[src/sv/lgs_pkg.sv]
// Life generation stencil: shared types, constants and helper functions.
// Used by every module of the block; depends on nothing.
`timescale 1ns / 1ps
`default_nettype none

package lgs_pkg;

   localparam int MAX_ROWS_DEFAULT = 32;
   localparam int MAX_COLS_DEFAULT = 32;

   localparam int CFG_W = 6;
   localparam logic [CFG_W-1:0] GRID_ROWS_RESET = 6'd25;
   localparam logic [CFG_W-1:0] GRID_COLS_RESET = 6'd25;

   localparam int CSR_ADDR_W = 3;
   localparam int CSR_DATA_W = 32;

   localparam int REQ_DATA_W = 8;
   localparam int RSP_DATA_W = 16;
   localparam int POS_W      = 5;

   localparam int BIRTH_COUNT   = 3;
   localparam int SURVIVE_COUNT = 2;

   localparam int QUEUE_DEPTH = 4;
   localparam int QPTR_W      = 2;

   typedef enum logic {
      REG_GRID_ROWS = 1'b0,
      REG_GRID_COLS = 1'b1
   } reg_index_type;

   typedef enum logic [1:0] {
      CMD_SKIP = 2'd0,
      CMD_EMIT = 2'd1,
      CMD_LAST = 2'd2
   } cmd_kind_type;

   typedef enum logic {
      BK_RUN   = 1'b0,
      BK_FLUSH = 1'b1
   } back_state_type;

   typedef struct packed {
      logic [CFG_W-1:0] rows_last;
      logic [CFG_W-1:0] cols_last;
      logic             restart;
   } grid_cfg_type;

   typedef struct packed {
      cmd_kind_type     kind;
      logic             alive;
      logic [1:0]       slot;
      logic [CFG_W-1:0] col;
   } cmd_type;

   function automatic logic life_rule(input logic [3:0] n, input logic self);
      return (n == 4'(BIRTH_COUNT)) || ((n == 4'(SURVIVE_COUNT)) && self);
   endfunction

   function automatic logic [1:0] slot_next(input logic [1:0] s);
      return (s == 2'd2) ? 2'd0 : s + 2'd1;
   endfunction

endpackage

`default_nettype wire

[src/sv/lgs_csr.sv]
// Life generation stencil: grid_rows / grid_cols register file on an APB-style port.
// Clamps cfg's last indices to the grid caps, flags every write. Depends on lgs_pkg.
`timescale 1ns / 1ps
`default_nettype none

module lgs_csr
   import lgs_pkg::*;
#(
   parameter int MAX_ROWS = MAX_ROWS_DEFAULT,
   parameter int MAX_COLS = MAX_COLS_DEFAULT
) (
   input  wire logic                  clock,
   input  wire logic                  reset,
   input  wire logic                  csr_psel,
   input  wire logic                  csr_penable,
   input  wire logic                  csr_pwrite,
   input  wire logic [CSR_ADDR_W-1:0] csr_paddr,
   input  wire logic [CSR_DATA_W-1:0] csr_pwdata,
   output logic      [CSR_DATA_W-1:0] csr_prdata,
   output logic                       csr_pready,
   output grid_cfg_type               cfg
);

   localparam int CfgMax = (2 ** CFG_W) - 1;
   localparam int RowCap = (MAX_ROWS > CfgMax) ? CfgMax : MAX_ROWS;
   localparam int ColCap = (MAX_COLS > CfgMax) ? CfgMax : MAX_COLS;

   logic [CFG_W-1:0] grid_rows_ff, grid_rows_in;
   logic [CFG_W-1:0] grid_cols_ff, grid_cols_in;
   logic             wr_strobe;
   reg_index_type    wr_index;

   function automatic logic [CFG_W-1:0] last_index(input logic [CFG_W-1:0] v,
                                                  input logic [CFG_W-1:0] cap);
      logic [CFG_W-1:0] r;
      if (v == '0) r = '0;
      else if (v > cap) r = cap - 1'b1;
      else r = v - 1'b1;
      return r;
   endfunction

   assign csr_pready = 1'b1;
   assign wr_strobe  = csr_psel && csr_penable && csr_pwrite && csr_pready;
   assign wr_index   = reg_index_type'(csr_paddr[2]);

   always_comb begin
      grid_rows_in = grid_rows_ff;
      grid_cols_in = grid_cols_ff;
      if (wr_strobe) begin
         unique case (wr_index)
            REG_GRID_ROWS: grid_rows_in = csr_pwdata[CFG_W-1:0];
            REG_GRID_COLS: grid_cols_in = csr_pwdata[CFG_W-1:0];
            default: ;
         endcase
      end
   end

   always_ff @(posedge clock) begin
      if (reset) begin
         grid_rows_ff <= GRID_ROWS_RESET;
         grid_cols_ff <= GRID_COLS_RESET;
      end else begin
         grid_rows_ff <= grid_rows_in;
         grid_cols_ff <= grid_cols_in;
      end
   end

   always_comb begin
      unique case (wr_index)
         REG_GRID_ROWS: csr_prdata = CSR_DATA_W'(grid_rows_ff);
         REG_GRID_COLS: csr_prdata = CSR_DATA_W'(grid_cols_ff);
         default:       csr_prdata = '0;
      endcase
   end

   assign cfg.rows_last = last_index(grid_rows_ff, CFG_W'(RowCap));
   assign cfg.cols_last = last_index(grid_cols_ff, CFG_W'(ColCap));
   assign cfg.restart   = wr_strobe;

endmodule

`default_nettype wire

[src/sv/lgs_front.sv]
// Life generation stencil front end: accepts input cells, tracks the raster position
// and classifies each item into a command for the back end. Depends on lgs_pkg.
`timescale 1ns / 1ps
`default_nettype none

module lgs_front
   import lgs_pkg::*;
#(
   parameter int MAX_ROWS = MAX_ROWS_DEFAULT,
   parameter int MAX_COLS = MAX_COLS_DEFAULT
) (
   input  wire logic                  clock,
   input  wire logic                  reset,
   input  wire grid_cfg_type          cfg,
   input  wire logic                  req_tvalid,
   output logic                       req_tready,
   input  wire logic [REQ_DATA_W-1:0] req_tdata,   // [0] cell_alive
   input  wire logic                  queue_full,
   output logic                       push_valid,
   output cmd_type                    push_cmd
);

   localparam int CfgMax = (2 ** CFG_W) - 1;
   localparam int RowCap = (MAX_ROWS > CfgMax) ? CfgMax : MAX_ROWS;
   localparam int RowW   = (RowCap > 1) ? $clog2(RowCap) : 1;
   localparam int ColW   = (MAX_COLS > 1) ? $clog2(MAX_COLS) : 1;

   logic [RowW-1:0] in_row_ff, in_row_in;
   logic [ColW-1:0] in_col_ff, in_col_in;
   logic [1:0]      in_slot_ff, in_slot_in;
   logic            accept;
   logic            at_last;
   logic            at_row_end;
   logic            primed;

   assign req_tready = !queue_full;
   assign accept     = req_tvalid && req_tready;

   always_comb begin
      at_row_end = (CFG_W'(in_col_ff) == cfg.cols_last);
      at_last    = at_row_end && (CFG_W'(in_row_ff) == cfg.rows_last);
      primed     = (in_row_ff > RowW'(1)) ||
                   ((in_row_ff == RowW'(1)) && (in_col_ff != '0));

      push_valid     = accept;
      push_cmd.alive = req_tdata[0];
      push_cmd.slot  = in_slot_ff;
      push_cmd.col   = CFG_W'(in_col_ff);
      if (at_last) push_cmd.kind = CMD_LAST;
      else if (primed) push_cmd.kind = CMD_EMIT;
      else push_cmd.kind = CMD_SKIP;

      in_row_in  = in_row_ff;
      in_col_in  = in_col_ff;
      in_slot_in = in_slot_ff;
      if (cfg.restart || (accept && at_last)) begin
         in_row_in  = '0;
         in_col_in  = '0;
         in_slot_in = '0;
      end else if (accept) begin
         if (at_row_end) begin
            in_col_in  = '0;
            in_row_in  = in_row_ff + 1'b1;
            in_slot_in = slot_next(in_slot_ff);
         end else begin
            in_col_in = in_col_ff + 1'b1;
         end
      end
   end

   always_ff @(posedge clock) begin
      if (reset) begin
         in_row_ff  <= '0;
         in_col_ff  <= '0;
         in_slot_ff <= '0;
      end else begin
         in_row_ff  <= in_row_in;
         in_col_ff  <= in_col_in;
         in_slot_ff <= in_slot_in;
      end
   end

endmodule

`default_nettype wire

[src/sv/lgs_queue.sv]
// Life generation stencil command queue: a short FIFO between front and back end.
// Depends on lgs_pkg.
`timescale 1ns / 1ps
`default_nettype none

module lgs_queue
   import lgs_pkg::*;
(
   input  wire logic    clock,
   input  wire logic    reset,
   input  wire logic    push_valid,
   input  wire cmd_type push_cmd,
   output logic         queue_full,
   input  wire logic    pop,
   output logic         queue_empty,
   output cmd_type      head_cmd
);

   cmd_type           entry_ff [QUEUE_DEPTH];
   logic [QPTR_W-1:0] wr_ptr_ff, wr_ptr_in;
   logic [QPTR_W-1:0] rd_ptr_ff, rd_ptr_in;
   logic [QPTR_W:0]   count_ff, count_in;
   logic              do_push;
   logic              do_pop;

   always_comb begin
      queue_full  = (count_ff == (QPTR_W + 1)'(QUEUE_DEPTH));
      queue_empty = (count_ff == '0);
      do_push     = push_valid && !queue_full;
      do_pop      = pop && !queue_empty;
      head_cmd    = entry_ff[rd_ptr_ff];

      wr_ptr_in = do_push ? wr_ptr_ff + 1'b1 : wr_ptr_ff;
      rd_ptr_in = do_pop ? rd_ptr_ff + 1'b1 : rd_ptr_ff;
      count_in  = count_ff;
      if (do_push && !do_pop) count_in = count_ff + 1'b1;
      else if (do_pop && !do_push) count_in = count_ff - 1'b1;
   end

   always_ff @(posedge clock) begin
      if (reset) begin
         wr_ptr_ff <= '0;
         rd_ptr_ff <= '0;
         count_ff  <= '0;
      end else begin
         wr_ptr_ff <= wr_ptr_in;
         rd_ptr_ff <= rd_ptr_in;
         count_ff  <= count_in;
      end
   end

   always_ff @(posedge clock) begin
      if (do_push) entry_ff[wr_ptr_ff] <= push_cmd;
   end

endmodule

`default_nettype wire

[src/sv/lgs_back.sv]
// Life generation stencil back end: row window, emit position, 3x3 rule and the
// registered result stage. Depends on lgs_pkg.
`timescale 1ns / 1ps
`default_nettype none

module lgs_back
   import lgs_pkg::*;
#(
   parameter int MAX_ROWS = MAX_ROWS_DEFAULT,
   parameter int MAX_COLS = MAX_COLS_DEFAULT
) (
   input  wire logic                  clock,
   input  wire logic                  reset,
   input  wire grid_cfg_type          cfg,
   input  wire logic                  queue_empty,
   input  wire cmd_type               head_cmd,
   output logic                       pop,
   output logic                       rsp_tvalid,
   input  wire logic                  rsp_tready,
   output logic      [RSP_DATA_W-1:0] rsp_tdata,   // [0] next_alive, [5:1] out_row,
                                                   // [10:6] out_col, [15:11] zero
   output logic                       rsp_tlast,   // run_last
   output logic                       rsp_tuser    // frame_end
);

   localparam int CfgMax = (2 ** CFG_W) - 1;
   localparam int RowCap = (MAX_ROWS > CfgMax) ? CfgMax : MAX_ROWS;
   localparam int RowW   = (RowCap > 1) ? $clog2(RowCap) : 1;
   localparam int ColW   = (MAX_COLS > 1) ? $clog2(MAX_COLS) : 1;

   back_state_type  state_ff, state_in;
   logic [RowW-1:0] er_ff, er_in;
   logic [ColW-1:0] ec_ff, ec_in;
   logic [1:0]      er_slot_ff, er_slot_in;

   logic [MAX_COLS-1:0] win_ff [3];

   logic             out_valid_ff, out_valid_in;
   logic             out_alive_ff;
   logic [POS_W-1:0] out_row_ff;
   logic [POS_W-1:0] out_col_ff;
   logic             out_last_ff;
   logic             out_end_ff;

   logic                can_load;
   logic                load;
   logic                win_we;
   logic [MAX_COLS-1:0] up_row, mid_row, dn_row;
   logic                up_ok, dn_ok, lf_ok, rt_ok;
   logic [ColW-1:0]     ec_m1, ec_p1;
   logic                steady_emit;
   logic                dn_rt;
   logic [3:0]          n_live;
   logic                self_alive;
   logic                next_alive;
   logic                at_row_end;
   logic                at_end;

   assign can_load = !out_valid_ff || rsp_tready;

   always_comb begin
      case (er_slot_ff)
         2'd0: begin
            up_row = win_ff[2]; mid_row = win_ff[0]; dn_row = win_ff[1];
         end
         2'd1: begin
            up_row = win_ff[0]; mid_row = win_ff[1]; dn_row = win_ff[2];
         end
         default: begin
            up_row = win_ff[1]; mid_row = win_ff[2]; dn_row = win_ff[0];
         end
      endcase

      up_ok      = (er_ff != '0);
      dn_ok      = (CFG_W'(er_ff) != cfg.rows_last);
      lf_ok      = (ec_ff != '0);
      at_row_end = (CFG_W'(ec_ff) == cfg.cols_last);
      rt_ok      = !at_row_end;
      at_end     = at_row_end && !dn_ok;
      ec_m1      = ec_ff - 1'b1;
      ec_p1      = ec_ff + 1'b1;

      steady_emit = (state_ff == BK_RUN);
      dn_rt       = steady_emit ? head_cmd.alive : (rt_ok && dn_row[ec_p1]);

      n_live = 4'(up_ok && lf_ok && up_row[ec_m1])
             + 4'(up_ok && up_row[ec_ff])
             + 4'(up_ok && rt_ok && up_row[ec_p1])
             + 4'(lf_ok && mid_row[ec_m1])
             + 4'(rt_ok && mid_row[ec_p1])
             + 4'(dn_ok && lf_ok && dn_row[ec_m1])
             + 4'(dn_ok && dn_row[ec_ff])
             + 4'(dn_ok && rt_ok && dn_rt);
      self_alive = mid_row[ec_ff];
      next_alive = life_rule(n_live, self_alive);
   end

   always_comb begin
      state_in   = state_ff;
      er_in      = er_ff;
      ec_in      = ec_ff;
      er_slot_in = er_slot_ff;
      pop        = 1'b0;
      win_we     = 1'b0;
      load       = 1'b0;

      unique case (state_ff)
         BK_RUN: begin
            if (!queue_empty) begin
               unique case (head_cmd.kind)
                  CMD_SKIP: begin
                     win_we = 1'b1;
                     pop    = 1'b1;
                  end
                  CMD_EMIT: begin
                     if (can_load) begin
                        win_we = 1'b1;
                        pop    = 1'b1;
                        load   = 1'b1;
                     end
                  end
                  CMD_LAST: begin
                     win_we   = 1'b1;
                     pop      = 1'b1;
                     state_in = BK_FLUSH;
                  end
                  default: pop = 1'b1;
               endcase
            end
         end
         BK_FLUSH: begin
            if (can_load) begin
               load = 1'b1;
               if (at_end) state_in = BK_RUN;
            end
         end
         default: state_in = BK_RUN;
      endcase

      if (load) begin
         if (at_end) begin
            er_in      = '0;
            ec_in      = '0;
            er_slot_in = '0;
         end else if (at_row_end) begin
            ec_in      = '0;
            er_in      = er_ff + 1'b1;
            er_slot_in = slot_next(er_slot_ff);
         end else begin
            ec_in = ec_ff + 1'b1;
         end
      end

      if (cfg.restart) begin
         state_in   = BK_RUN;
         er_in      = '0;
         ec_in      = '0;
         er_slot_in = '0;
      end

      if (load) out_valid_in = 1'b1;
      else if (rsp_tready) out_valid_in = 1'b0;
      else out_valid_in = out_valid_ff;
   end

   always_ff @(posedge clock) begin
      if (reset) begin
         state_ff     <= BK_RUN;
         er_ff        <= '0;
         ec_ff        <= '0;
         er_slot_ff   <= '0;
         out_valid_ff <= 1'b0;
      end else begin
         state_ff     <= state_in;
         er_ff        <= er_in;
         ec_ff        <= ec_in;
         er_slot_ff   <= er_slot_in;
         out_valid_ff <= out_valid_in;
      end
   end

   always_ff @(posedge clock) begin
      if (win_we) win_ff[head_cmd.slot][head_cmd.col[ColW-1:0]] <= head_cmd.alive;
      if (load) begin
         out_alive_ff <= next_alive;
         out_row_ff   <= POS_W'(er_ff);
         out_col_ff   <= POS_W'(ec_ff);
         out_last_ff  <= steady_emit || at_end;
         out_end_ff   <= at_end;
      end
   end

   assign rsp_tvalid = out_valid_ff;
   assign rsp_tdata  = RSP_DATA_W'({out_col_ff, out_row_ff, out_alive_ff});
   assign rsp_tlast  = out_last_ff;
   assign rsp_tuser  = out_end_ff;

endmodule

`default_nettype wire

[src/sv/life_generation_stencil.sv]
// Life generation stencil top level: one Conway Life (B3/S23) generation over a streamed grid.
// Instantiates lgs_csr, lgs_front, lgs_queue and lgs_back; depends on lgs_pkg.
//
// Cells of the current generation enter one per cycle while the command queue has room, in
// raster order over a grid of grid_rows x grid_cols cells; cells outside the grid count as
// dead. The next state of raster cell j leaves as the input cell j+grid_cols+1 is taken,
// one result per item, with tlast set. The last cell of a frame flushes the remaining
// grid_cols+2 cells (fewer on small grids); the back end works through them one by one while
// the four-entry command queue keeps taking input. Results sit in an output register, so a
// stalled result does not stop the input side until the queue fills. tuser marks the
// grid's final cell. A register write restarts the frame at the first cell; write only
// while the block is idle. No clearing pass follows reset.
`timescale 1ns / 1ps
`default_nettype none

module life_generation_stencil
   import lgs_pkg::*;
#(
   parameter int MAX_ROWS = MAX_ROWS_DEFAULT,
   parameter int MAX_COLS = MAX_COLS_DEFAULT
) (
   input  wire logic                  clock,
   input  wire logic                  reset,
   input  wire logic                  req_tvalid,
   output logic                       req_tready,
   input  wire logic [REQ_DATA_W-1:0] req_tdata,   // [0] cell_alive, [7:1] zero
   output logic                       rsp_tvalid,
   input  wire logic                  rsp_tready,
   output logic      [RSP_DATA_W-1:0] rsp_tdata,   // [0] next_alive, [5:1] out_row,
                                                   // [10:6] out_col, [15:11] zero
   output logic                       rsp_tlast,   // run_last
   output logic                       rsp_tuser,   // frame_end
   input  wire logic                  csr_psel,
   input  wire logic                  csr_penable,
   input  wire logic                  csr_pwrite,
   input  wire logic [CSR_ADDR_W-1:0] csr_paddr,
   input  wire logic [CSR_DATA_W-1:0] csr_pwdata,
   output logic      [CSR_DATA_W-1:0] csr_prdata,
   output logic                       csr_pready
);

   grid_cfg_type cfg;
   logic         queue_full;
   logic         queue_empty;
   logic         push_valid;
   cmd_type      push_cmd;
   cmd_type      head_cmd;
   logic         pop;

   lgs_csr #(
      .MAX_ROWS (MAX_ROWS),
      .MAX_COLS (MAX_COLS)
   ) u_csr (
      .clock       (clock),
      .reset       (reset),
      .csr_psel    (csr_psel),
      .csr_penable (csr_penable),
      .csr_pwrite  (csr_pwrite),
      .csr_paddr   (csr_paddr),
      .csr_pwdata  (csr_pwdata),
      .csr_prdata  (csr_prdata),
      .csr_pready  (csr_pready),
      .cfg         (cfg)
   );

   lgs_front #(
      .MAX_ROWS (MAX_ROWS),
      .MAX_COLS (MAX_COLS)
   ) u_front (
      .clock      (clock),
      .reset      (reset),
      .cfg        (cfg),
      .req_tvalid (req_tvalid),
      .req_tready (req_tready),
      .req_tdata  (req_tdata),
      .queue_full (queue_full),
      .push_valid (push_valid),
      .push_cmd   (push_cmd)
   );

   lgs_queue u_queue (
      .clock       (clock),
      .reset       (reset),
      .push_valid  (push_valid),
      .push_cmd    (push_cmd),
      .queue_full  (queue_full),
      .pop         (pop),
      .queue_empty (queue_empty),
      .head_cmd    (head_cmd)
   );

   lgs_back #(
      .MAX_ROWS (MAX_ROWS),
      .MAX_COLS (MAX_COLS)
   ) u_back (
      .clock       (clock),
      .reset       (reset),
      .cfg         (cfg),
      .queue_empty (queue_empty),
      .head_cmd    (head_cmd),
      .pop         (pop),
      .rsp_tvalid  (rsp_tvalid),
      .rsp_tready  (rsp_tready),
      .rsp_tdata   (rsp_tdata),
      .rsp_tlast   (rsp_tlast),
      .rsp_tuser   (rsp_tuser)
   );

endmodule

`default_nettype wire

[config.mk]
export PLATFORM = sky130hd
export DESIGN_NAME = life_generation_stencil
export DESIGN_NICKNAME = d
export VERILOG_FILES = /design/src/sv/lgs_pkg.sv /design/src/sv/lgs_csr.sv /design/src/sv/lgs_front.sv /design/src/sv/lgs_queue.sv /design/src/sv/lgs_back.sv /design/src/sv/life_generation_stencil.sv
export SDC_FILE = /design/constraint.sdc
export NUM_CORES = 1
export LEC_CHECK = 0
export ABC_AREA = 1
export BUFFER_PORTS_ARGS = -buffer_cell sky130_fd_sc_hd__buf_2
export CORE_ASPECT_RATIO = 1.4
export CORE_UTILIZATION = 56
export DETAILED_ROUTE_END_ITERATION = 7
export GPL_ROUTABILITY_DRIVEN = 0
export PLACE_DENSITY = 0.78
export SETUP_SLACK_MARGIN = 0.1
export SYNTH_ARGS = -nofsm -noshare
export SYNTH_HDL_FRONTEND = slang
export SYNTH_SLANG_ARGS = --single-unit
[constraint.sdc]
create_clock -name clock -period 6.9 [get_ports clock]
set_input_delay 0.69 -clock clock [delete_from_list [all_inputs] [get_ports clock]]
set_output_delay 0.69 -clock clock [all_outputs]
set_load 0.02 [all_outputs]
==> impl_results.md <==
* RSZ-0062 raised after global routing: no
* Fin nets at 1956
* Final min period at 5.47 ns
* Num CTS Buffers at 17
* GRT overflow at 0
* YS warnings at 0
* Initial antenna violation count at 0
* Post-DP Area at 13600 sq um
* Slew headroom at 0.334
* Fraction of layout cells with a size suffix above 1 at 0.0755
* Final Cell Area at 14200 sq um
* Peak supply drop at 0.245 mV
* Core Util, Final at 0.608
* Clock root cell: clkbuf_16
* Mean Syn Cell Area at 7.07 sq um
* Startpoint Class: flop
* Setup CP Type: reg2reg
* Clock share of power at 0.198
* Cell count after synthesis at 1892
* Worst-path cell chain: inv_1, ha_1, inv_1, buf_4, nand3_1, nand3_1, nand3_1, nand2_1, nor2_1, nor2_1, ha_1, inv_1, fa_1, inv_1, fa_1, fa_1, inv_1, fa_1, or3b_2, nand2_1
* Switching power total at 0.00222 W
* # rows at 66
* CTS resizes at 0
* Setup TNS Final at 0 ns
* Final Slew Violations at 0
* Leakage power at 6.23 nW
* Remaining DRCs at 0
* Routed Antenna Nets at 0
* Final period utilization at 0.792
* Top_reg_cell synth: edfxtp_1
* Final setup vio count at 0
* Die W at 133 microns
* Layout area overhead at 6.30%
* Worst-path clk slew at 0.07 ns
* Slew @ Worst Pin at 0.996 ns
* F_max at 183 MHz
* Max clock buf depth at 2
* #FFs+latches synth at 196
* Initial Utilization at 0.572
* First-pass GRT wire length at 56800 microns
* Delay of the slowest critical-path stage at 0.76 ns
* Number of global-route vias before repair at 12200
* Delay-heaviest family, CP: adder cells
* Fraction of registers with async set/reset at 0
* Final HPWL DP at 24900 microns
* Antenna Cells at 0
* Flop pwr share at 0.326
* Port Buffers at 35
* # clock sinks at 196
* Largest net degree at the start of global routing at 98
* Worst-Skew Late Latency at 0.45 ns
* Final Hold Vio Count at 0
* Postcts setup bufs at 0
* Drt first pass iters at 6
* IO Pins at 103
* Critical path fanouts, max at 24
* WL/cell at 16.2 microns
* Post-synth EDFFs at 149
* CP most frequent cell: inv_1
* Sw frac at 0.451
* Clock Skews at 0.00978 ns
* WP data required at 7.21 ns
* Drt first-iter violations at 1273
* Worst Setup End Kind: flop
* Mapped Area at 13400 sq um
* Die Ht at 185 microns
* Critical path buffer and inverter count at 6
* Core area at 23400 sq um
* Worst Path Arrival at 5.77 ns
* Total GRT Usage at 0.297
* H-tree depth at 4
* PD cells at 347 nW/um^2
* Gate power share at 0.476
* CTS tree: yes
* Synth unique cells at 42
* Max-cap check violation count at 0
* Final WL at 35600 microns
* Crit-path slowest cell: ha_1
* Vias/cell at 5.78
* Sequential fraction of the synthesis area at 0.405
* Vias after detailed routing at 12700
* Hold Crit Class: in2reg
* Pint at 0.00271 W
* Number of fill cells at 2104
* Status: finished clean
* Post-CTS Hold Fix Bufs at 0
* Die footprint at 24500 sq um
kinds of logic after synthesis:
logic type | Yosys count | synth area share
AO/OA/AOI/OAI | 163 | 0.0737
XOR/XNOR | 15 | 0.00982
adder cells (fa/ha/maj) | 25 | 0.0262
buffers and inverters | 328 | 0.107
flip-flops | 196 | 0.405
multiplexers | 12 | 0.00898
other | 2 | 0.000562
AND/OR/NAND/NOR | 1151 | 0.369
final timing paths:
path	slack, ns	cells past startpoint	to	startpoint
worst max-delay path	1.43	20	u_back.out_alive_ff	u_back.ec_ff[1]
worst min-delay path	0.46	1	u_queue.entry_ff[3][7]	req_tdata[0]
worst max register to register	1.43	20	u_back.out_alive_ff	u_back.ec_ff[1]
worst min register to register	0.46	1	u_queue.rd_ptr_ff[1]	u_queue.rd_ptr_ff[1]
stage by stage:
step | hold WS, ns | cells | setup WS [ns] | total power [W]
CTS | 0.445 | 2200 | 1.48 | 0.00490
detailed placement | 0.437 | 2168 | 1.51 | 0.00393
global route | 0.451 | 2200 | 1.09 | 0.00522
global placement | 0.428 | 2168 | 1.54 | 0.00388
finish | 0.456 | 2200 | 1.43 | 0.00493
floorplan | 0.403 | 1922 | 0.366 | 0.00327
registers in the layout, summed over array words and instances (netlist names), 2 cells and up, named ones only:
name / cells
u_queue.count_ff: 3
u_csr.grid_cols_ff: 6
u_back.out_col_ff: 5
u_back.ec_ff: 5
u_front.in_row_ff: 5
u_back.er_ff: 5
u_queue.entry_ff: 40
u_front.in_col_ff: 5
u_back.out_row_ff: 5
u_queue.rd_ptr_ff: 2
u_back.er_slot_ff: 2
u_queue.wr_ptr_ff: 2
u_back.win_ff: 96
u_front.in_slot_ff: 2
u_csr.grid_rows_ff: 6
Yosys cell counts, types with 28 or more instances:
cell,n,share of area
a21oi_1,56,0.021
buf_2,28,0.010
buf_4,37,0.021
clkbuf_1,47,0.013
dfxtp_1,47,0.070
edfxtp_1,149,0.33
inv_1,196,0.055
nand2_1,639,0.18
nand3_1,264,0.099
nand4_1,29,0.014
nor2_1,179,0.050
o211ai_1,45,0.025
o21ai_0,41,0.015
power groups by stage:
stage	clock network [W]	registers (W)	logic (W)
6_report	0.000977	0.00161	0.00235
5_1_grt	0.00102	0.00162	0.00257
4_1_cts	0.000983	0.00161	0.00231
3_5_place_dp	0	0.00163	0.00229
3_3_place_gp	0	0.00163	0.00225
2_1_floorplan	0	0.00167	0.00160
final cells by class:
cell class,instances,area [sq um],area share
clock buffer,18,429,0.0302
clock inverter,14,146,0.0103
inverter,204,766,0.0539
multi-input combinational,1398,6670,0.469
sequential,196,5420,0.381
tap,306,383,0.0269
timing repair buffer,64,405,0.0285
metal layers:
layer  up-vias  global-route usage  part of all wire
met3       213              0.0498             0.059
met2       574               0.535              0.51
met5         -                   0                 0
met4         0               0.225             0.070
li1       6086                   -                 -
met1      5846               0.309              0.37
cells in the final DEF (no fill, tap or decap), types with 35 or more instances in the layout:
cell and instances:
a21oi_1 56, buf_2 35, dfxtp_1 46, edfxtp_1 149, inv_1 196, nand2_1 638, nand3_1 264, nor2_1 179
o211ai_1 45, o21ai_0 41
Power figures use the tool's default switching activity.
